## src/field_oriented_current_control_macros.svh

```systemverilog
// Assertion macros for the field-oriented current controller.
// Included by the RTL files that check their own sequencing; no other dependency.
`ifndef FIELD_ORIENTED_CURRENT_CONTROL_MACROS_SVH
`define FIELD_ORIENTED_CURRENT_CONTROL_MACROS_SVH
`ifndef SYNTHESIS
// Property must hold at every rising clock edge out of reset
`define FOCC_ASSERT(lbl, clk, rst_n, prop) \
  lbl: assert property (@(posedge clk) disable iff (!rst_n) prop) \
    else $error("focc assertion failed");
// Condition must never be seen out of reset
`define FOCC_NEVER(lbl, clk, rst_n, expr) \
  lbl: assert property (@(posedge clk) disable iff (!rst_n) !(expr)) \
    else $error("focc forbidden condition seen");
`else
`define FOCC_ASSERT(lbl, clk, rst_n, prop)
`define FOCC_NEVER(lbl, clk, rst_n, expr)
`endif
`endif

```

## src/focc_pkg.sv

```systemverilog
// Shared types, constants and microcode for the field-oriented current controller.
// No dependencies; used by focc_mac, focc_seq and the top level.
`timescale 1ns / 1ps

package focc_pkg;

  localparam int BW      = 18;   // width of the B operand of the shared multiplier
  localparam int GAIN_W  = 16;
  localparam int STEP_W  = 6;
  localparam logic [STEP_W-1:0] LAST_STEP = 6'd44;

  // Coefficients, B operand side
  localparam logic signed [BW-1:0] C_ONE    = 18'sd1;
  localparam logic signed [BW-1:0] C_TWO    = 18'sd2;
  localparam logic signed [BW-1:0] C_POLY_A = 18'sd51472;
  localparam logic signed [BW-1:0] C_POLY_B = 18'sd21024;
  localparam logic signed [BW-1:0] C_POLY_C = 18'sd2320;
  localparam logic signed [BW-1:0] C_SQRT3  = 18'sd56756;
  localparam logic signed [BW-1:0] C_HUNDRED = 18'sd100;
  localparam logic signed [BW-1:0] C_TWO_3RD = 18'sd43691;
  localparam logic signed [BW-1:0] C_ONE_3RD = 18'sd21845;
  localparam logic signed [BW-1:0] C_INV_SQ3 = 18'sd37837;
  localparam logic signed [BW-1:0] C_MON    = 18'sd130;

  typedef enum logic [1:0] {
    REG_PROP  = 2'd0,
    REG_INTEG = 2'd1
  } cfg_reg_e;

  typedef enum logic [4:0] {
    A_ZS, A_ZC, A_ONE, A_Z2, A_T, A_IU, A_IV, A_IW, A_A2, A_B2, A_ID, A_IQ,
    A_ED, A_EQ, A_ACCEL, A_DSUM, A_QSUM, A_VD, A_VQ, A_VA, A_VB
  } a_sel_e;

  typedef enum logic [4:0] {
    B_ZS, B_ZC, B_Z2, B_ONE, B_SN, B_CS, B_PROP, B_INTEG, B_POLY_A, B_POLY_B,
    B_POLY_C, B_TWO, B_SQRT3, B_HUNDRED, B_TWO_3RD, B_ONE_3RD, B_INV_SQ3, B_MON
  } b_sel_e;

  typedef enum logic [2:0] {
    P_NONE, P_FLR15, P_RND8, P_RND15, P_RND16, P_RNDF
  } post_e;

  typedef enum logic [1:0] {
    S_NONE, S_SUM, S_DAT
  } sat_e;

  typedef enum logic [4:0] {
    D_NONE, D_Z2, D_T, D_SN, D_CS, D_A2, D_B2, D_ID, D_IQ, D_ED, D_EQ,
    D_DSUM, D_QSUM, D_VD, D_VQ, D_VA, D_VB, D_OU, D_OV, D_OW, D_OD, D_OQ
  } dst_e;

  typedef struct packed {
    a_sel_e a;
    b_sel_e b;
    logic   neg;   // subtract the product
    logic   clr;   // start a new sum
    post_e  post;
    sat_e   sat;
    dst_e   dst;
  } uop_t;

  typedef struct packed {
    logic mul_en;
    logic acc_en;
    logic wb_en;
    logic load;
    logic commit;
    uop_t uop;
  } ctrl_t;

  // Microcode: one multiply-accumulate per step, write back where dst is set
  function automatic uop_t ucode(input logic [STEP_W-1:0] idx);
    uop_t u;
    u = '{A_ONE, B_ONE, 1'b0, 1'b1, P_NONE, S_NONE, D_NONE};
    unique case (idx)
      // sine of the folded angle
      6'd0:  u = '{A_ZS,    B_ZS,      1'b0, 1'b1, P_FLR15, S_NONE, D_Z2};
      6'd1:  u = '{A_Z2,    B_POLY_C,  1'b0, 1'b1, P_FLR15, S_NONE, D_T};
      6'd2:  u = '{A_Z2,    B_POLY_B,  1'b0, 1'b1, P_NONE,  S_NONE, D_NONE};
      6'd3:  u = '{A_T,     B_Z2,      1'b1, 1'b0, P_FLR15, S_NONE, D_T};
      6'd4:  u = '{A_ONE,   B_POLY_A,  1'b0, 1'b1, P_NONE,  S_NONE, D_NONE};
      6'd5:  u = '{A_T,     B_ONE,     1'b1, 1'b0, P_NONE,  S_NONE, D_T};
      6'd6:  u = '{A_T,     B_ZS,      1'b0, 1'b1, P_FLR15, S_NONE, D_SN};
      // cosine, same polynomial
      6'd7:  u = '{A_ZC,    B_ZC,      1'b0, 1'b1, P_FLR15, S_NONE, D_Z2};
      6'd8:  u = '{A_Z2,    B_POLY_C,  1'b0, 1'b1, P_FLR15, S_NONE, D_T};
      6'd9:  u = '{A_Z2,    B_POLY_B,  1'b0, 1'b1, P_NONE,  S_NONE, D_NONE};
      6'd10: u = '{A_T,     B_Z2,      1'b1, 1'b0, P_FLR15, S_NONE, D_T};
      6'd11: u = '{A_ONE,   B_POLY_A,  1'b0, 1'b1, P_NONE,  S_NONE, D_NONE};
      6'd12: u = '{A_T,     B_ONE,     1'b1, 1'b0, P_NONE,  S_NONE, D_T};
      6'd13: u = '{A_T,     B_ZC,      1'b0, 1'b1, P_FLR15, S_NONE, D_CS};
      // Clarke
      6'd14: u = '{A_IU,    B_TWO,     1'b0, 1'b1, P_NONE,  S_NONE, D_NONE};
      6'd15: u = '{A_IV,    B_ONE,     1'b1, 1'b0, P_NONE,  S_NONE, D_NONE};
      6'd16: u = '{A_IW,    B_ONE,     1'b1, 1'b0, P_NONE,  S_NONE, D_A2};
      6'd17: u = '{A_IV,    B_SQRT3,   1'b0, 1'b1, P_NONE,  S_NONE, D_NONE};
      6'd18: u = '{A_IW,    B_SQRT3,   1'b1, 1'b0, P_RND15, S_NONE, D_B2};
      // Park
      6'd19: u = '{A_A2,    B_CS,      1'b0, 1'b1, P_NONE,  S_NONE, D_NONE};
      6'd20: u = '{A_B2,    B_SN,      1'b0, 1'b0, P_RND16, S_NONE, D_ID};
      6'd21: u = '{A_B2,    B_CS,      1'b0, 1'b1, P_NONE,  S_NONE, D_NONE};
      6'd22: u = '{A_A2,    B_SN,      1'b1, 1'b0, P_RND16, S_NONE, D_IQ};
      // errors and integrators
      6'd23: u = '{A_ID,    B_ONE,     1'b1, 1'b1, P_NONE,  S_NONE, D_ED};
      6'd24: u = '{A_ACCEL, B_HUNDRED, 1'b0, 1'b1, P_NONE,  S_NONE, D_NONE};
      6'd25: u = '{A_IQ,    B_ONE,     1'b1, 1'b0, P_NONE,  S_NONE, D_EQ};
      6'd26: u = '{A_DSUM,  B_ONE,     1'b0, 1'b1, P_NONE,  S_NONE, D_NONE};
      6'd27: u = '{A_ED,    B_ONE,     1'b0, 1'b0, P_NONE,  S_SUM,  D_DSUM};
      6'd28: u = '{A_QSUM,  B_ONE,     1'b0, 1'b1, P_NONE,  S_NONE, D_NONE};
      6'd29: u = '{A_EQ,    B_ONE,     1'b0, 1'b0, P_NONE,  S_SUM,  D_QSUM};
      // PI outputs
      6'd30: u = '{A_ED,    B_PROP,    1'b0, 1'b1, P_NONE,  S_NONE, D_NONE};
      6'd31: u = '{A_DSUM,  B_INTEG,   1'b0, 1'b0, P_RND8,  S_DAT,  D_VD};
      6'd32: u = '{A_EQ,    B_PROP,    1'b0, 1'b1, P_NONE,  S_NONE, D_NONE};
      6'd33: u = '{A_QSUM,  B_INTEG,   1'b0, 1'b0, P_RND8,  S_DAT,  D_VQ};
      // inverse Park
      6'd34: u = '{A_VD,    B_CS,      1'b0, 1'b1, P_NONE,  S_NONE, D_NONE};
      6'd35: u = '{A_VQ,    B_SN,      1'b1, 1'b0, P_RND15, S_NONE, D_VA};
      6'd36: u = '{A_VD,    B_SN,      1'b0, 1'b1, P_NONE,  S_NONE, D_NONE};
      6'd37: u = '{A_VQ,    B_CS,      1'b0, 1'b0, P_RND15, S_NONE, D_VB};
      // inverse Clarke
      6'd38: u = '{A_VA,    B_TWO_3RD, 1'b0, 1'b1, P_RND16, S_DAT,  D_OU};
      6'd39: u = '{A_VA,    B_ONE_3RD, 1'b1, 1'b1, P_NONE,  S_NONE, D_NONE};
      6'd40: u = '{A_VB,    B_INV_SQ3, 1'b0, 1'b0, P_RND16, S_DAT,  D_OV};
      6'd41: u = '{A_VA,    B_ONE_3RD, 1'b1, 1'b1, P_NONE,  S_NONE, D_NONE};
      6'd42: u = '{A_VB,    B_INV_SQ3, 1'b1, 1'b0, P_RND16, S_DAT,  D_OW};
      // monitor outputs
      6'd43: u = '{A_ID,    B_MON,     1'b0, 1'b1, P_RNDF,  S_DAT,  D_OD};
      6'd44: u = '{A_IQ,    B_MON,     1'b0, 1'b1, P_RNDF,  S_DAT,  D_OQ};
      default: u = '{A_ONE, B_ONE, 1'b0, 1'b1, P_NONE, S_NONE, D_NONE};
    endcase
    return u;
  endfunction

endpackage

```

## src/focc_mac.sv

```systemverilog
// Shared multiply-accumulate unit with rounding shift and saturation.
// Depends on focc_pkg for the control struct and the B operand width.
`timescale 1ns / 1ps

module focc_mac
  import focc_pkg::*;
#(
  parameter int DW = 16,
  parameter int SW = 32,
  parameter int RW = 33
) (
  input  logic                 clk_i,
  input  ctrl_t                ctrl_i,
  input  logic signed [RW-1:0] a_i,
  input  logic signed [BW-1:0] b_i,
  output logic signed [RW-1:0] res_o
);

  localparam int PW   = RW + BW;
  localparam int ACCW = PW + 2;
  localparam int FRAC = DW - 5;

  localparam logic signed [ACCW-1:0] DHI = {{(ACCW-DW+1){1'b0}}, {(DW-1){1'b1}}};
  localparam logic signed [ACCW-1:0] DLO = ~DHI;
  localparam logic signed [ACCW-1:0] SHI = {{(ACCW-SW+1){1'b0}}, {(SW-1){1'b1}}};
  localparam logic signed [ACCW-1:0] SLO = ~SHI;
  localparam logic signed [ACCW-1:0] H8  = {{(ACCW-8){1'b0}}, 1'b1, 7'd0};
  localparam logic signed [ACCW-1:0] H15 = {{(ACCW-15){1'b0}}, 1'b1, 14'd0};
  localparam logic signed [ACCW-1:0] H16 = {{(ACCW-16){1'b0}}, 1'b1, 15'd0};
  localparam logic signed [ACCW-1:0] HF  = {{(ACCW-FRAC){1'b0}}, 1'b1, {(FRAC-1){1'b0}}};

  logic signed [PW-1:0]   prod;
  logic signed [PW-1:0]   prod_q;
  logic signed [ACCW-1:0] acc_q;
  logic signed [ACCW-1:0] acc_d;
  logic signed [ACCW-1:0] rnd;
  logic signed [ACCW-1:0] satd;

  // Multiply stage, product registered
  assign prod = PW'(a_i) * PW'(b_i);

  always_ff @(posedge clk_i) begin
    if (ctrl_i.mul_en) begin
      prod_q <= ctrl_i.uop.neg ? -prod : prod;
    end
  end

  // Accumulate stage
  assign acc_d = (ctrl_i.uop.clr ? '0 : acc_q) + ACCW'(prod_q);

  always_ff @(posedge clk_i) begin
    if (ctrl_i.acc_en) begin
      acc_q <= acc_d;
    end
  end

  // Rescale: floor or round-half-up shift
  always_comb begin
    case (ctrl_i.uop.post)
      P_FLR15: rnd = acc_q >>> 15;
      P_RND8:  rnd = (acc_q + H8) >>> 8;
      P_RND15: rnd = (acc_q + H15) >>> 15;
      P_RND16: rnd = (acc_q + H16) >>> 16;
      P_RNDF:  rnd = (acc_q + HF) >>> FRAC;
      default: rnd = acc_q;
    endcase
  end

  // Clamp to the data or integrator range
  always_comb begin
    case (ctrl_i.uop.sat)
      S_DAT:   satd = (rnd > DHI) ? DHI : ((rnd < DLO) ? DLO : rnd);
      S_SUM:   satd = (rnd > SHI) ? SHI : ((rnd < SLO) ? SLO : rnd);
      default: satd = rnd;
    endcase
  end

  assign res_o = satd[RW-1:0];

endmodule

```

## src/focc_seq.sv

```systemverilog
// Microcode sequencer: steps the shared MAC through one control period.
// Depends on focc_pkg and the assertion macro header.
`timescale 1ns / 1ps
`include "field_oriented_current_control_macros.svh"

module focc_seq
  import focc_pkg::*;
(
  input  logic  clk_i,
  input  logic  rst_ni,
  input  logic  in_fire_i,
  input  logic  out_free_i,
  output logic  busy_o,
  output ctrl_t ctrl_o
);

  localparam logic [2:0] ST_IDLE = 3'd0;
  localparam logic [2:0] ST_MUL  = 3'd1;
  localparam logic [2:0] ST_ACC  = 3'd2;
  localparam logic [2:0] ST_WB   = 3'd3;
  localparam logic [2:0] ST_DONE = 3'd4;

  logic [2:0]        state_q, state_d;
  logic [STEP_W-1:0] step_q, step_d;
  uop_t              uop;
  logic [2:0]        phase_vec;

  assign uop = ucode(step_q);

  // Advance through multiply, accumulate and writeback phases
  always_comb begin
    state_d = state_q;
    step_d  = step_q;
    ctrl_o  = '{1'b0, 1'b0, 1'b0, 1'b0, 1'b0, uop};
    unique case (state_q)
      ST_IDLE: begin
        if (in_fire_i) begin
          ctrl_o.load = 1'b1;
          step_d      = '0;
          state_d     = ST_MUL;
        end
      end
      ST_MUL: begin
        ctrl_o.mul_en = 1'b1;
        state_d       = ST_ACC;
      end
      ST_ACC: begin
        ctrl_o.acc_en = 1'b1;
        if (uop.dst != D_NONE) begin
          state_d = ST_WB;
        end else begin
          step_d  = step_q + 1'b1;
          state_d = ST_MUL;
        end
      end
      ST_WB: begin
        ctrl_o.wb_en = 1'b1;
        if (step_q == LAST_STEP) begin
          state_d = ST_DONE;
        end else begin
          step_d  = step_q + 1'b1;
          state_d = ST_MUL;
        end
      end
      ST_DONE: begin
        if (out_free_i) begin
          ctrl_o.commit = 1'b1;
          state_d       = ST_IDLE;
        end
      end
      default: state_d = ST_IDLE;
    endcase
  end

  always_ff @(posedge clk_i or negedge rst_ni) begin
    if (!rst_ni) begin
      state_q <= ST_IDLE;
      step_q  <= '0;
    end else begin
      state_q <= state_d;
      step_q  <= step_d;
    end
  end

  assign busy_o    = (state_q != ST_IDLE);
  assign phase_vec = {ctrl_o.mul_en, ctrl_o.acc_en, ctrl_o.wb_en};

  `FOCC_NEVER(a_step_range, clk_i, rst_ni, step_q > LAST_STEP)
  `FOCC_ASSERT(a_phase_onehot, clk_i, rst_ni, $onehot0(phase_vec))
  `FOCC_ASSERT(a_load_start, clk_i, rst_ni, ctrl_o.load |=> state_q == ST_MUL && step_q == '0)

endmodule

```

## src/field_oriented_current_control.sv

```systemverilog
// Top level of the field-oriented PI current controller.
// Depends on focc_pkg, focc_mac and focc_seq.
//
//   channel | signals                                  | handshake
//   --------+------------------------------------------+------------------------
//   in      | phase_*_current_i, rotor_angle_i, accel  | in_valid_i / in_stall_o
//   out     | phase_*_voltage_o, d/q_monitor_o         | out_valid_o / out_stall_i
//   cfg     | cfg_we_i, cfg_idx_i, cfg_wdata_i         | write enable only
//
// Each beat runs 45 MAC steps, each a multiply phase and an accumulate phase, 27 of
// them followed by a writeback phase, and then a commit; the single shared multiplier
// sets the pace, and no new beat is taken before the previous one is committed.
// in_stall_o is high from acceptance until the result is committed to the output
// register; a stalled output beat delays that commit. Reset clears the sequencer,
// the integrators, the gains (to 1.0 and 0) and the output valid.
`timescale 1ns / 1ps

module field_oriented_current_control
  import focc_pkg::*;
#(
  parameter int DATA_WIDTH = 16,
  parameter int ANGLE_BITS = 16,
  parameter int SUM_WIDTH  = 32
) (
  input  logic                         clk_i,
  input  logic                         rst_ni,
  input  logic                         in_valid_i,
  output logic                         in_stall_o,
  input  logic signed [DATA_WIDTH-1:0] phase_u_current_i,
  input  logic signed [DATA_WIDTH-1:0] phase_v_current_i,
  input  logic signed [DATA_WIDTH-1:0] phase_w_current_i,
  input  logic        [ANGLE_BITS-1:0] rotor_angle_i,
  input  logic signed [DATA_WIDTH-1:0] accel_command_i,
  output logic                         out_valid_o,
  input  logic                         out_stall_i,
  output logic signed [DATA_WIDTH-1:0] phase_u_voltage_o,
  output logic signed [DATA_WIDTH-1:0] phase_v_voltage_o,
  output logic signed [DATA_WIDTH-1:0] phase_w_voltage_o,
  output logic signed [DATA_WIDTH-1:0] d_monitor_o,
  output logic signed [DATA_WIDTH-1:0] q_monitor_o,
  input  logic                         cfg_we_i,
  input  logic [1:0]                   cfg_idx_i,
  input  logic [GAIN_W-1:0]            cfg_wdata_i
);

  localparam int RW = ((SUM_WIDTH > DATA_WIDTH + 8) ? SUM_WIDTH : DATA_WIDTH + 8) + 1;

  ctrl_t ctrl;
  logic  busy;
  logic  in_fire;
  logic  out_free;
  logic  out_valid_q;

  logic [GAIN_W-1:0] prop_q, integ_q;

  logic [15:0] ang16, angc;
  logic [14:0] zr_s, zr_c;
  logic        neg_s_q, neg_c_q;

  logic signed [RW-1:0] a_val, res;
  logic signed [BW-1:0] b_val;

  logic signed [RW-1:0] zs_q, zc_q, z2_q, t_q, sn_q, cs_q;
  logic signed [RW-1:0] iu_q, iv_q, iw_q, accel_q;
  logic signed [RW-1:0] a2_q, b2_q, id_q, iq_q, ed_q, eq_q, dsum_q, qsum_q;
  logic signed [RW-1:0] vd_q, vq_q, va_q, vb_q;
  logic signed [RW-1:0] ou_q, ov_q, ow_q, od_q, oq_q;

  assign in_stall_o = busy;
  assign in_fire    = in_valid_i && !busy;
  assign out_free   = !out_valid_q || !out_stall_i;

  // Gain registers
  always_ff @(posedge clk_i or negedge rst_ni) begin
    if (!rst_ni) begin
      prop_q  <= GAIN_W'(256);
      integ_q <= '0;
    end else if (cfg_we_i) begin
      if (cfg_idx_i == REG_PROP) begin
        prop_q <= cfg_wdata_i;
      end else if (cfg_idx_i == REG_INTEG) begin
        integ_q <= cfg_wdata_i;
      end
    end
  end

  // Bring the angle to a 16-bit turn
  if (ANGLE_BITS >= 16) begin : g_ang_trunc
    assign ang16 = rotor_angle_i[ANGLE_BITS-1 -: 16];
  end else begin : g_ang_pad
    assign ang16 = {rotor_angle_i, {(16-ANGLE_BITS){1'b0}}};
  end

  // Fold sine and cosine angles onto the first quadrant
  assign angc = ang16 + 16'd16384;
  assign zr_s = ang16[14] ? (15'd16384 - {1'b0, ang16[13:0]}) : {1'b0, ang16[13:0]};
  assign zr_c = angc[14]  ? (15'd16384 - {1'b0, angc[13:0]})  : {1'b0, angc[13:0]};

  focc_seq u_seq (
    .clk_i      (clk_i),
    .rst_ni     (rst_ni),
    .in_fire_i  (in_fire),
    .out_free_i (out_free),
    .busy_o     (busy),
    .ctrl_o     (ctrl)
  );

  // A operand select
  always_comb begin
    case (ctrl.uop.a)
      A_ZS:    a_val = zs_q;
      A_ZC:    a_val = zc_q;
      A_ONE:   a_val = RW'(1);
      A_Z2:    a_val = z2_q;
      A_T:     a_val = t_q;
      A_IU:    a_val = iu_q;
      A_IV:    a_val = iv_q;
      A_IW:    a_val = iw_q;
      A_A2:    a_val = a2_q;
      A_B2:    a_val = b2_q;
      A_ID:    a_val = id_q;
      A_IQ:    a_val = iq_q;
      A_ED:    a_val = ed_q;
      A_EQ:    a_val = eq_q;
      A_ACCEL: a_val = accel_q;
      A_DSUM:  a_val = dsum_q;
      A_QSUM:  a_val = qsum_q;
      A_VD:    a_val = vd_q;
      A_VQ:    a_val = vq_q;
      A_VA:    a_val = va_q;
      A_VB:    a_val = vb_q;
      default: a_val = '0;
    endcase
  end

  // B operand select: small registers, gains and coefficients
  always_comb begin
    case (ctrl.uop.b)
      B_ZS:      b_val = zs_q[BW-1:0];
      B_ZC:      b_val = zc_q[BW-1:0];
      B_Z2:      b_val = z2_q[BW-1:0];
      B_ONE:     b_val = C_ONE;
      B_SN:      b_val = sn_q[BW-1:0];
      B_CS:      b_val = cs_q[BW-1:0];
      B_PROP:    b_val = {2'b00, prop_q};
      B_INTEG:   b_val = {2'b00, integ_q};
      B_POLY_A:  b_val = C_POLY_A;
      B_POLY_B:  b_val = C_POLY_B;
      B_POLY_C:  b_val = C_POLY_C;
      B_TWO:     b_val = C_TWO;
      B_SQRT3:   b_val = C_SQRT3;
      B_HUNDRED: b_val = C_HUNDRED;
      B_TWO_3RD: b_val = C_TWO_3RD;
      B_ONE_3RD: b_val = C_ONE_3RD;
      B_INV_SQ3: b_val = C_INV_SQ3;
      B_MON:     b_val = C_MON;
      default:   b_val = '0;
    endcase
  end

  focc_mac #(
    .DW (DATA_WIDTH),
    .SW (SUM_WIDTH),
    .RW (RW)
  ) u_mac (
    .clk_i  (clk_i),
    .ctrl_i (ctrl),
    .a_i    (a_val),
    .b_i    (b_val),
    .res_o  (res)
  );

  // Capture the input beat and the folded angles
  always_ff @(posedge clk_i) begin
    if (ctrl.load) begin
      iu_q    <= RW'(phase_u_current_i);
      iv_q    <= RW'(phase_v_current_i);
      iw_q    <= RW'(phase_w_current_i);
      accel_q <= RW'(accel_command_i);
      zs_q    <= {{(RW-16){1'b0}}, zr_s, 1'b0};
      zc_q    <= {{(RW-16){1'b0}}, zr_c, 1'b0};
      neg_s_q <= ang16[15];
      neg_c_q <= angc[15];
    end
  end

  // Write back MAC results into the working registers
  always_ff @(posedge clk_i) begin
    if (ctrl.wb_en) begin
      case (ctrl.uop.dst)
        D_Z2: z2_q <= res;
        D_T:  t_q  <= res;
        D_SN: sn_q <= neg_s_q ? -res : res;
        D_CS: cs_q <= neg_c_q ? -res : res;
        D_A2: a2_q <= res;
        D_B2: b2_q <= res;
        D_ID: id_q <= res;
        D_IQ: iq_q <= res;
        D_ED: ed_q <= res;
        D_EQ: eq_q <= res;
        D_VD: vd_q <= res;
        D_VQ: vq_q <= res;
        D_VA: va_q <= res;
        D_VB: vb_q <= res;
        D_OU: ou_q <= res;
        D_OV: ov_q <= res;
        D_OW: ow_q <= res;
        D_OD: od_q <= res;
        D_OQ: oq_q <= res;
        default: ;
      endcase
    end
  end

  // Integrators, cleared by reset
  always_ff @(posedge clk_i or negedge rst_ni) begin
    if (!rst_ni) begin
      dsum_q <= '0;
      qsum_q <= '0;
    end else if (ctrl.wb_en) begin
      if (ctrl.uop.dst == D_DSUM) begin
        dsum_q <= res;
      end
      if (ctrl.uop.dst == D_QSUM) begin
        qsum_q <= res;
      end
    end
  end

  // Output register: load on commit, drop valid when the beat is taken
  always_ff @(posedge clk_i or negedge rst_ni) begin
    if (!rst_ni) begin
      out_valid_q <= 1'b0;
    end else if (ctrl.commit) begin
      out_valid_q <= 1'b1;
    end else if (!out_stall_i) begin
      out_valid_q <= 1'b0;
    end
  end

  always_ff @(posedge clk_i) begin
    if (ctrl.commit) begin
      phase_u_voltage_o <= ou_q[DATA_WIDTH-1:0];
      phase_v_voltage_o <= ov_q[DATA_WIDTH-1:0];
      phase_w_voltage_o <= ow_q[DATA_WIDTH-1:0];
      d_monitor_o       <= od_q[DATA_WIDTH-1:0];
      q_monitor_o       <= oq_q[DATA_WIDTH-1:0];
    end
  end

  assign out_valid_o = out_valid_q;

endmodule

```

## config.mk

```make
export PLATFORM = sky130hd
export DESIGN_NAME = field_oriented_current_control
export DESIGN_NICKNAME = d
export VERILOG_FILES = /design/src/focc_pkg.sv /design/src/focc_mac.sv /design/src/focc_seq.sv /design/src/field_oriented_current_control.sv
export VERILOG_INCLUDE_DIRS = /design/src /design/src/src
export SDC_FILE = /design/constraint.sdc
export NUM_CORES = 2
export LEC_CHECK = 0
export BUFFER_PORTS_ARGS = -buffer_cell sky130_fd_sc_hd__clkbuf_2
export CAP_MARGIN = 20
export CORE_MARGIN = 2
export CORE_UTILIZATION = 55
export CTS_BUF_LIST = sky130_fd_sc_hd__clkbuf_4
export CTS_CLUSTER_SIZE = 12
export DETAILED_ROUTE_END_ITERATION = 6
export GPL_ROUTABILITY_DRIVEN = 0
export PLACE_DENSITY_LB_ADDON = 0.12
export REMOVE_ABC_BUFFERS = 1
export SLEW_MARGIN = 0
export SYNTH_ARGS = -nofsm -noshare
export SYNTH_HDL_FRONTEND = slang
export SYNTH_SLANG_ARGS = --single-unit
```

## constraint.sdc

```tcl
create_clock -name clk_i -period 24 [get_ports clk_i]
set_input_delay 1.2 -clock clk_i [delete_from_list [all_inputs] [get_ports clk_i]]
set_output_delay 1.2 -clock clk_i [all_outputs]
set_load 0.1 [all_outputs]
```

== Word-level counts from Yosys, hierarchy flattened ==
Memories as Yosys holds them, arrays and structs flattened.
Index checks and enable logic that the tools add are counted.

* $add $sub $neg: 11
* Multipliers: 1
* Order comparisons: 4
* Eq/ne operators: 76
* Mux-type cells: 32
* Bitwise gates (word level): 1
* Reduce and logical (&&, ||, !) cells: 37

{| class="wikitable"
|+ Operators by type and width
! kind !! number
|-
| $pmux 33 s21 || 1
|-
| $pmux 18 s18 || 1
|-
| $pmux 53 s5 || 1
|-
| $mux 33 || 4
|-
| $eq 5x4->1 const B || 24
|-
| $pmux 33 s2 || 1
|-
| $eq 5x5->1 const B || 13
|-
| $eq 5x3->1 const B || 12
|-
| $add 53x12->53 const B || 1
|-
| $add 53x16->53 const B || 1
|-
| $add 53x17->53 const B || 1
|-
| $add 53x53->53 || 1
|-
| $add 53x9->53 const B || 1
|-
| $gt 53x16->1 const B || 1
|-
| $gt 53x32->1 const B || 1
|-
| $lt 53x16->1 const B || 1
|-
| $lt 53x32->1 const B || 1
|-
| $mux 53 || 1
|-
| $mul 33x18->51 || 1
|-
| $mux 51 || 1
|-
| $neg 51->51 || 1
|-
| $reduce_and 2->1 || 23
|-
| $mux 18 || 2
|-
| $eq 5x2->1 const B || 6
|-
| other kinds (31) || 61
|}

* Register bits after elaboration: 900
* ROM bits: 1408
* Input bits: 103
* Output and inout port bits: 82
* Word-level logic and storage cells: 206
* Memories: 1

{| class="wikitable"
|+ Memory list
! name !! words !! bits a word !! read ports !! clocked after Yosys merged registers in !! wr ports !! RTL line !! text
|-
| (name not given) || 64 || 22 || 1 || 0 || 0 || focc_pkg.sv:76 || <nowiki>unique case (idx)</nowiki>
|}

== Longest topological paths before layout ==
An unclocked memory read counts as a cell.

* Depth in word-level cells: 9
* Gate-level depth with buffers: 46

== Modules after synthesis ==
A second synthesis with hierarchy kept.

* Cell total of the unflattened synthesis: 6191
* Area, all modules: 66620.1 µm²

{| class="wikitable"
|+ Modules (own cells, without submodules)
! module !! times used !! cells each !! area each (µm²)
|-
| focc_mac || 1 || 4082 || 34126.5
|-
| field_oriented_current_control || 1 || 1867 || 30809.5
|-
| focc_seq || 1 || 242 || 1684.1
|}

== Worst setup path after synthesis ==
OpenSTA, ideal clock, no wires.

* Path type: flip-flop to flip-flop
* Start: reg u_seq.step_q[0]
* End: reg u_mac.prod_q[45], data pin
* Data arrival time: 10.511 ns
* Setup slack: 13.220 ns
* Cell stages (with the launch flop): 41
* Path buffers: 5
* Cell sequence: dfrtp_1 buf_2 inv_1 ha_1 clkbuf_1 nor2b_1 a211oi_1 o31ai_1 or2_2 nor2_1 clkbuf_1 buf_1 a22oi_1 nand2_1 nor4_1 nor2_1 fa_1 inv_1 [... 5 more ...] inv_1 fa_1 inv_1 ha_1 clkbuf_1 a21oi_1 o21ai_0 a21o_1 a21oi_1 and2_1 a211oi_1 a211oi_1 o21bai_1 xor2_1 or2_2 or3_1 o31ai_1 xor2_1

* Cells in the longest elaborated chain, start to end: 6
* Elaborated cells between the ends (all ways): 45

{| class="wikitable"
|+ RTL lines
! element !! RTL line !! text
|-
| from (decl) || focc_seq.sv:24 || <nowiki>logic [STEP_W-1:0] step_q, step_d;</nowiki>
|-
| from (signal assigned) || focc_seq.sv:81 || <nowiki>step_q <= step_d;</nowiki>
|-
| $mem_v2 64x22 (*) || - ||
|-
| $eq 5x5->1, or another cell as far along || field_oriented_current_control.sv:110 || <nowiki>case (ctrl.uop.a)</nowiki>
|-
| $pmux 33 s21 / $pmux 18 s18 (equally long branches) || field_oriented_current_control.sv:110, field_oriented_current_control.sv:138 ||
|-
| $mul 33x18->51 || focc_mac.sv:40 || <nowiki>assign prod = PW'(a_i) * PW'(b_i);</nowiki>
|-
| $neg 51->51 || focc_mac.sv:44 || <nowiki>prod_q <= ctrl_i.uop.neg ? -prod : prod;</nowiki>
|-
| $mux 51 (*) || focc_mac.sv:44 ||
|-
| to (signal assigned) || focc_mac.sv:44 ||
|-
| to (decl) || focc_mac.sv:33 || <nowiki>logic signed [PW-1:0] prod_q;</nowiki>
|}

Every way passes the cells marked *; elsewhere a longest branch is shown, timed or not.
A chain may end at the register's enable or synchronous reset.

== Worst setup path in the final report ==
Same ends and word-level chain as after synthesis.

==> results.toml <==
[detailed_routing]
drt-met1-wl_um = 82500
route.detailed.drc = 1
met3WireLength_um = 28700
wl_per_cell_um = 26.1
antenna_left = 0
num_vias = 52000
met2_length_um = 94500
drt_iter0_markers = 7407
via_per_inst = 6.27
routed_wl_um = 216000
highest_layer = "met5"
dr.pass1.iters = 7

[grt]
grt.total_usage = 0.358
gr-total-overflow = 0
first_global_vias = 51300
antenna_found_initial = 15
grt_pass1_wl_um = 326000
grt_max_degree = 81

[sta]
fmax_mhz = 75.0
period_needed_ns = 13.33
worstMarginPinSlew_ns = 1.30
min_period_over_period = 0.555
relSlewSlack = 0.136
final.setup.tns_ns = 0
setup_viol_count_final = 0
rsz0062_at_grt = "false"
hold_viol = 0
setup_ws_ns = 10.67
finalClockSkew_ns = 0.118
finalHoldWorstSlack_ns = 0.175
maxSlewViolCount = 0

[logic_synthesis]
synth_edf_count = 791
netlist-cell-type-count = 108
ys.flop_type = "edfxtp_1"
synth-seq-cells = 899
syn_area_per_cell_um2 = 10.4
synth_area_mm2 = 0.0658
synth.yosys.warnings = 0
synth-async-reset-ratio = 0.120
yosysSeqAreaShare = 0.402
netlist_instances = 6304

[clocking]
post_cts_buffers = 0
cts-htree-levels = 4
cts_hold_buffers = 1
clock_path_buffers = 3
clkSinkCount = 899
clk_pin_slew_ns = 0.07
ctsResizeCount = 0
cts_root_buf = "clkbuf_4"
cts_buffers = 222
cts_tree = "yes"
clk_latency_ns = 1.22

[critical_path]
arrival_ns = 14.24
reg2reg_depth = 35
critPathSlowestCell = "nor2_1"
crit_path_end_kind = "flop"
cp.required_ns = 24.91
crit_path_start_kind = "flop"
crit_fanout = 26
critPathKind = "flop to flop"
max_stage_delay_ns = 0.94

[placement]
portBuffers = 184
dp_slack_ns = 11.15
hpwlAfterDp_um = 155000

[final_layout]
n_fill_cell = 9935
nets = 7363
layout-drive-gt1-share = 0.136
syn2layout_area_growth_pct = 8.97

[worst_hold_path]
min_path_type = "input pin to flop"
holdPathStages = 1

[floorplan]
chipWidth_um = 350
die-area_mm2 = 0.122
start_util = 0.556
rows = 126
core_mm2 = 0.118
io_pins = 185
die_h_um = 350

[status]
status = "finished, violations left"
violations = "DRC"

[job]
max_cap_violations = 0
cell usage in the layout, fill, tap and decap left out, types with 29 or more instances in the layout:
master,n
clkbuf_2,183
or3_1,40
nand3_1,103
xor2_1,92
o21ai_0,144
and3_1,56
a22oi_1,161
nor2_1,481
buf_4,122
dfrtp_1,106
nand2b_1,49
a211oi_1,32
nand4_1,60
nor3_1,87
a21oi_1,291
xnor2_1,218
nor4_1,62
and2_1,75
fa_1,571
mux2_2,95
clkbuf_4,338
clkinv_1,55
nor2b_1,46
and4_1,29
nand2_1,669
mux2i_1,35
ha_1,195
o22ai_1,41
edfxtp_1,791
inv_1,783
a21o_1,79
o211ai_1,33
or4_1,35
routing by layer:
metal  vias up  GRT usage
li1      22300          -
met1     25500      0.487
met2      3559      0.533
met3       632      0.105
met4         8      0.159
met5         -    0.00392
area by class of cell:
| cell class | instances | area (um^2) | share of cell area |
|---|---|---|---|
| diodes | 6 | 15.0 | 0.000209 |
| flip-flops and latches | 899 | 26500 | 0.369 |
| repair buffers | 316 | 2010 | 0.0281 |
| clock inverters | 74 | 457 | 0.00637 |
| inverters | 789 | 2960 | 0.0413 |
| multi-input cells | 4266 | 35300 | 0.492 |
| clock buffers | 338 | 2540 | 0.0354 |
| well taps | 1600 | 2000 | 0.0279 |
path summary, 6_finish.rpt:
check	from	to	slack (ns)
setup / recovery	u_seq.step_q[0]	u_mac.prod_q[45]	10.67
hold / removal	phase_u_current_i[3]	iu_q[3]	0.18
setup reg to reg	u_seq.step_q[0]	u_mac.prod_q[45]	10.67
hold reg to reg	od_q[1]	d_monitor_o[1]	0.39
max in group asynchronous	rst_ni	u_seq.step_q[3]	22.00
min in group asynchronous	rst_ni	dsum_q[17]	0.57
through the flow:
stage                     utilization  instance area (um^2)  instances
after floorplan                     -                 64400       5954
after global placement          0.579                 68500       7857
after detailed placement        0.579                 68500       7860
after CTS                       0.604                 71600       8273
after global routing            0.606                 71700       8288
final                           0.606                 71700       8288
sequential cells by signal, summed over array words and instances (netlist names), 18 cells and up:
name and cells:
a2_q 33, b2_q 33, cs_q 18, dsum_q 33
ed_q 33, eq_q 33, id_q 33, iq_q 33
qsum_q 33, sn_q 18, t_q 33, u_mac.acc_q 53
u_mac.prod_q 51, va_q 33, vb_q 33, vd_q 33
vq_q 33, z2_q 33
Yosys cell counts (57+ instances only):
cell type / number / area share
clkbuf_1: 254 / 0.014
nand3_1: 103 / 0.0078
o21ai_0: 144 / 0.011
nor2_1: 508 / 0.029
and2_1: 76 / 0.0072
nor3_1: 91 / 0.0069
nor4_1: 63 / 0.0060
a21oi_1: 308 / 0.023
ha_1: 195 / 0.037
edfxtp_1: 791 / 0.36
inv_1: 783 / 0.045
nand2_1: 670 / 0.038
dfrtp_1: 107 / 0.041
mux2_2: 95 / 0.016
xnor2_1: 218 / 0.029
a21o_1: 79 / 0.0090
nand4_1: 60 / 0.0057
buf_2: 57 / 0.0043
a22oi_1: 161 / 0.018
fa_1: 571 / 0.17
xor2_1: 92 / 0.012
critical path: cells and delay by family, from the launching register on:
kind	cells	cell delay [ns]
flops	1	0.65
simple gates	12	4.92
buf+inv	6	0.52
compound gates	8	2.88
xor+xnor	1	0.11
fa+ha+maj	8	3.93
cell families after synthesis:
| family | count (synthesis) | synth area share |
|---|---|---|
| adder cells (fa/ha/maj) | 766 | 0.211 |
| XOR/XNOR | 310 | 0.0413 |
| multiplexers | 137 | 0.0238 |
| buffers and inverters | 1139 | 0.0672 |
| flip-flops | 899 | 0.402 |
| AO/OA/AOI/OAI | 1154 | 0.119 |
| AND/OR/NAND/NOR | 1899 | 0.136 |
Power is not shown: default switching activity piles up to over one toggle a cycle in this logic, so the estimate is an artifact.
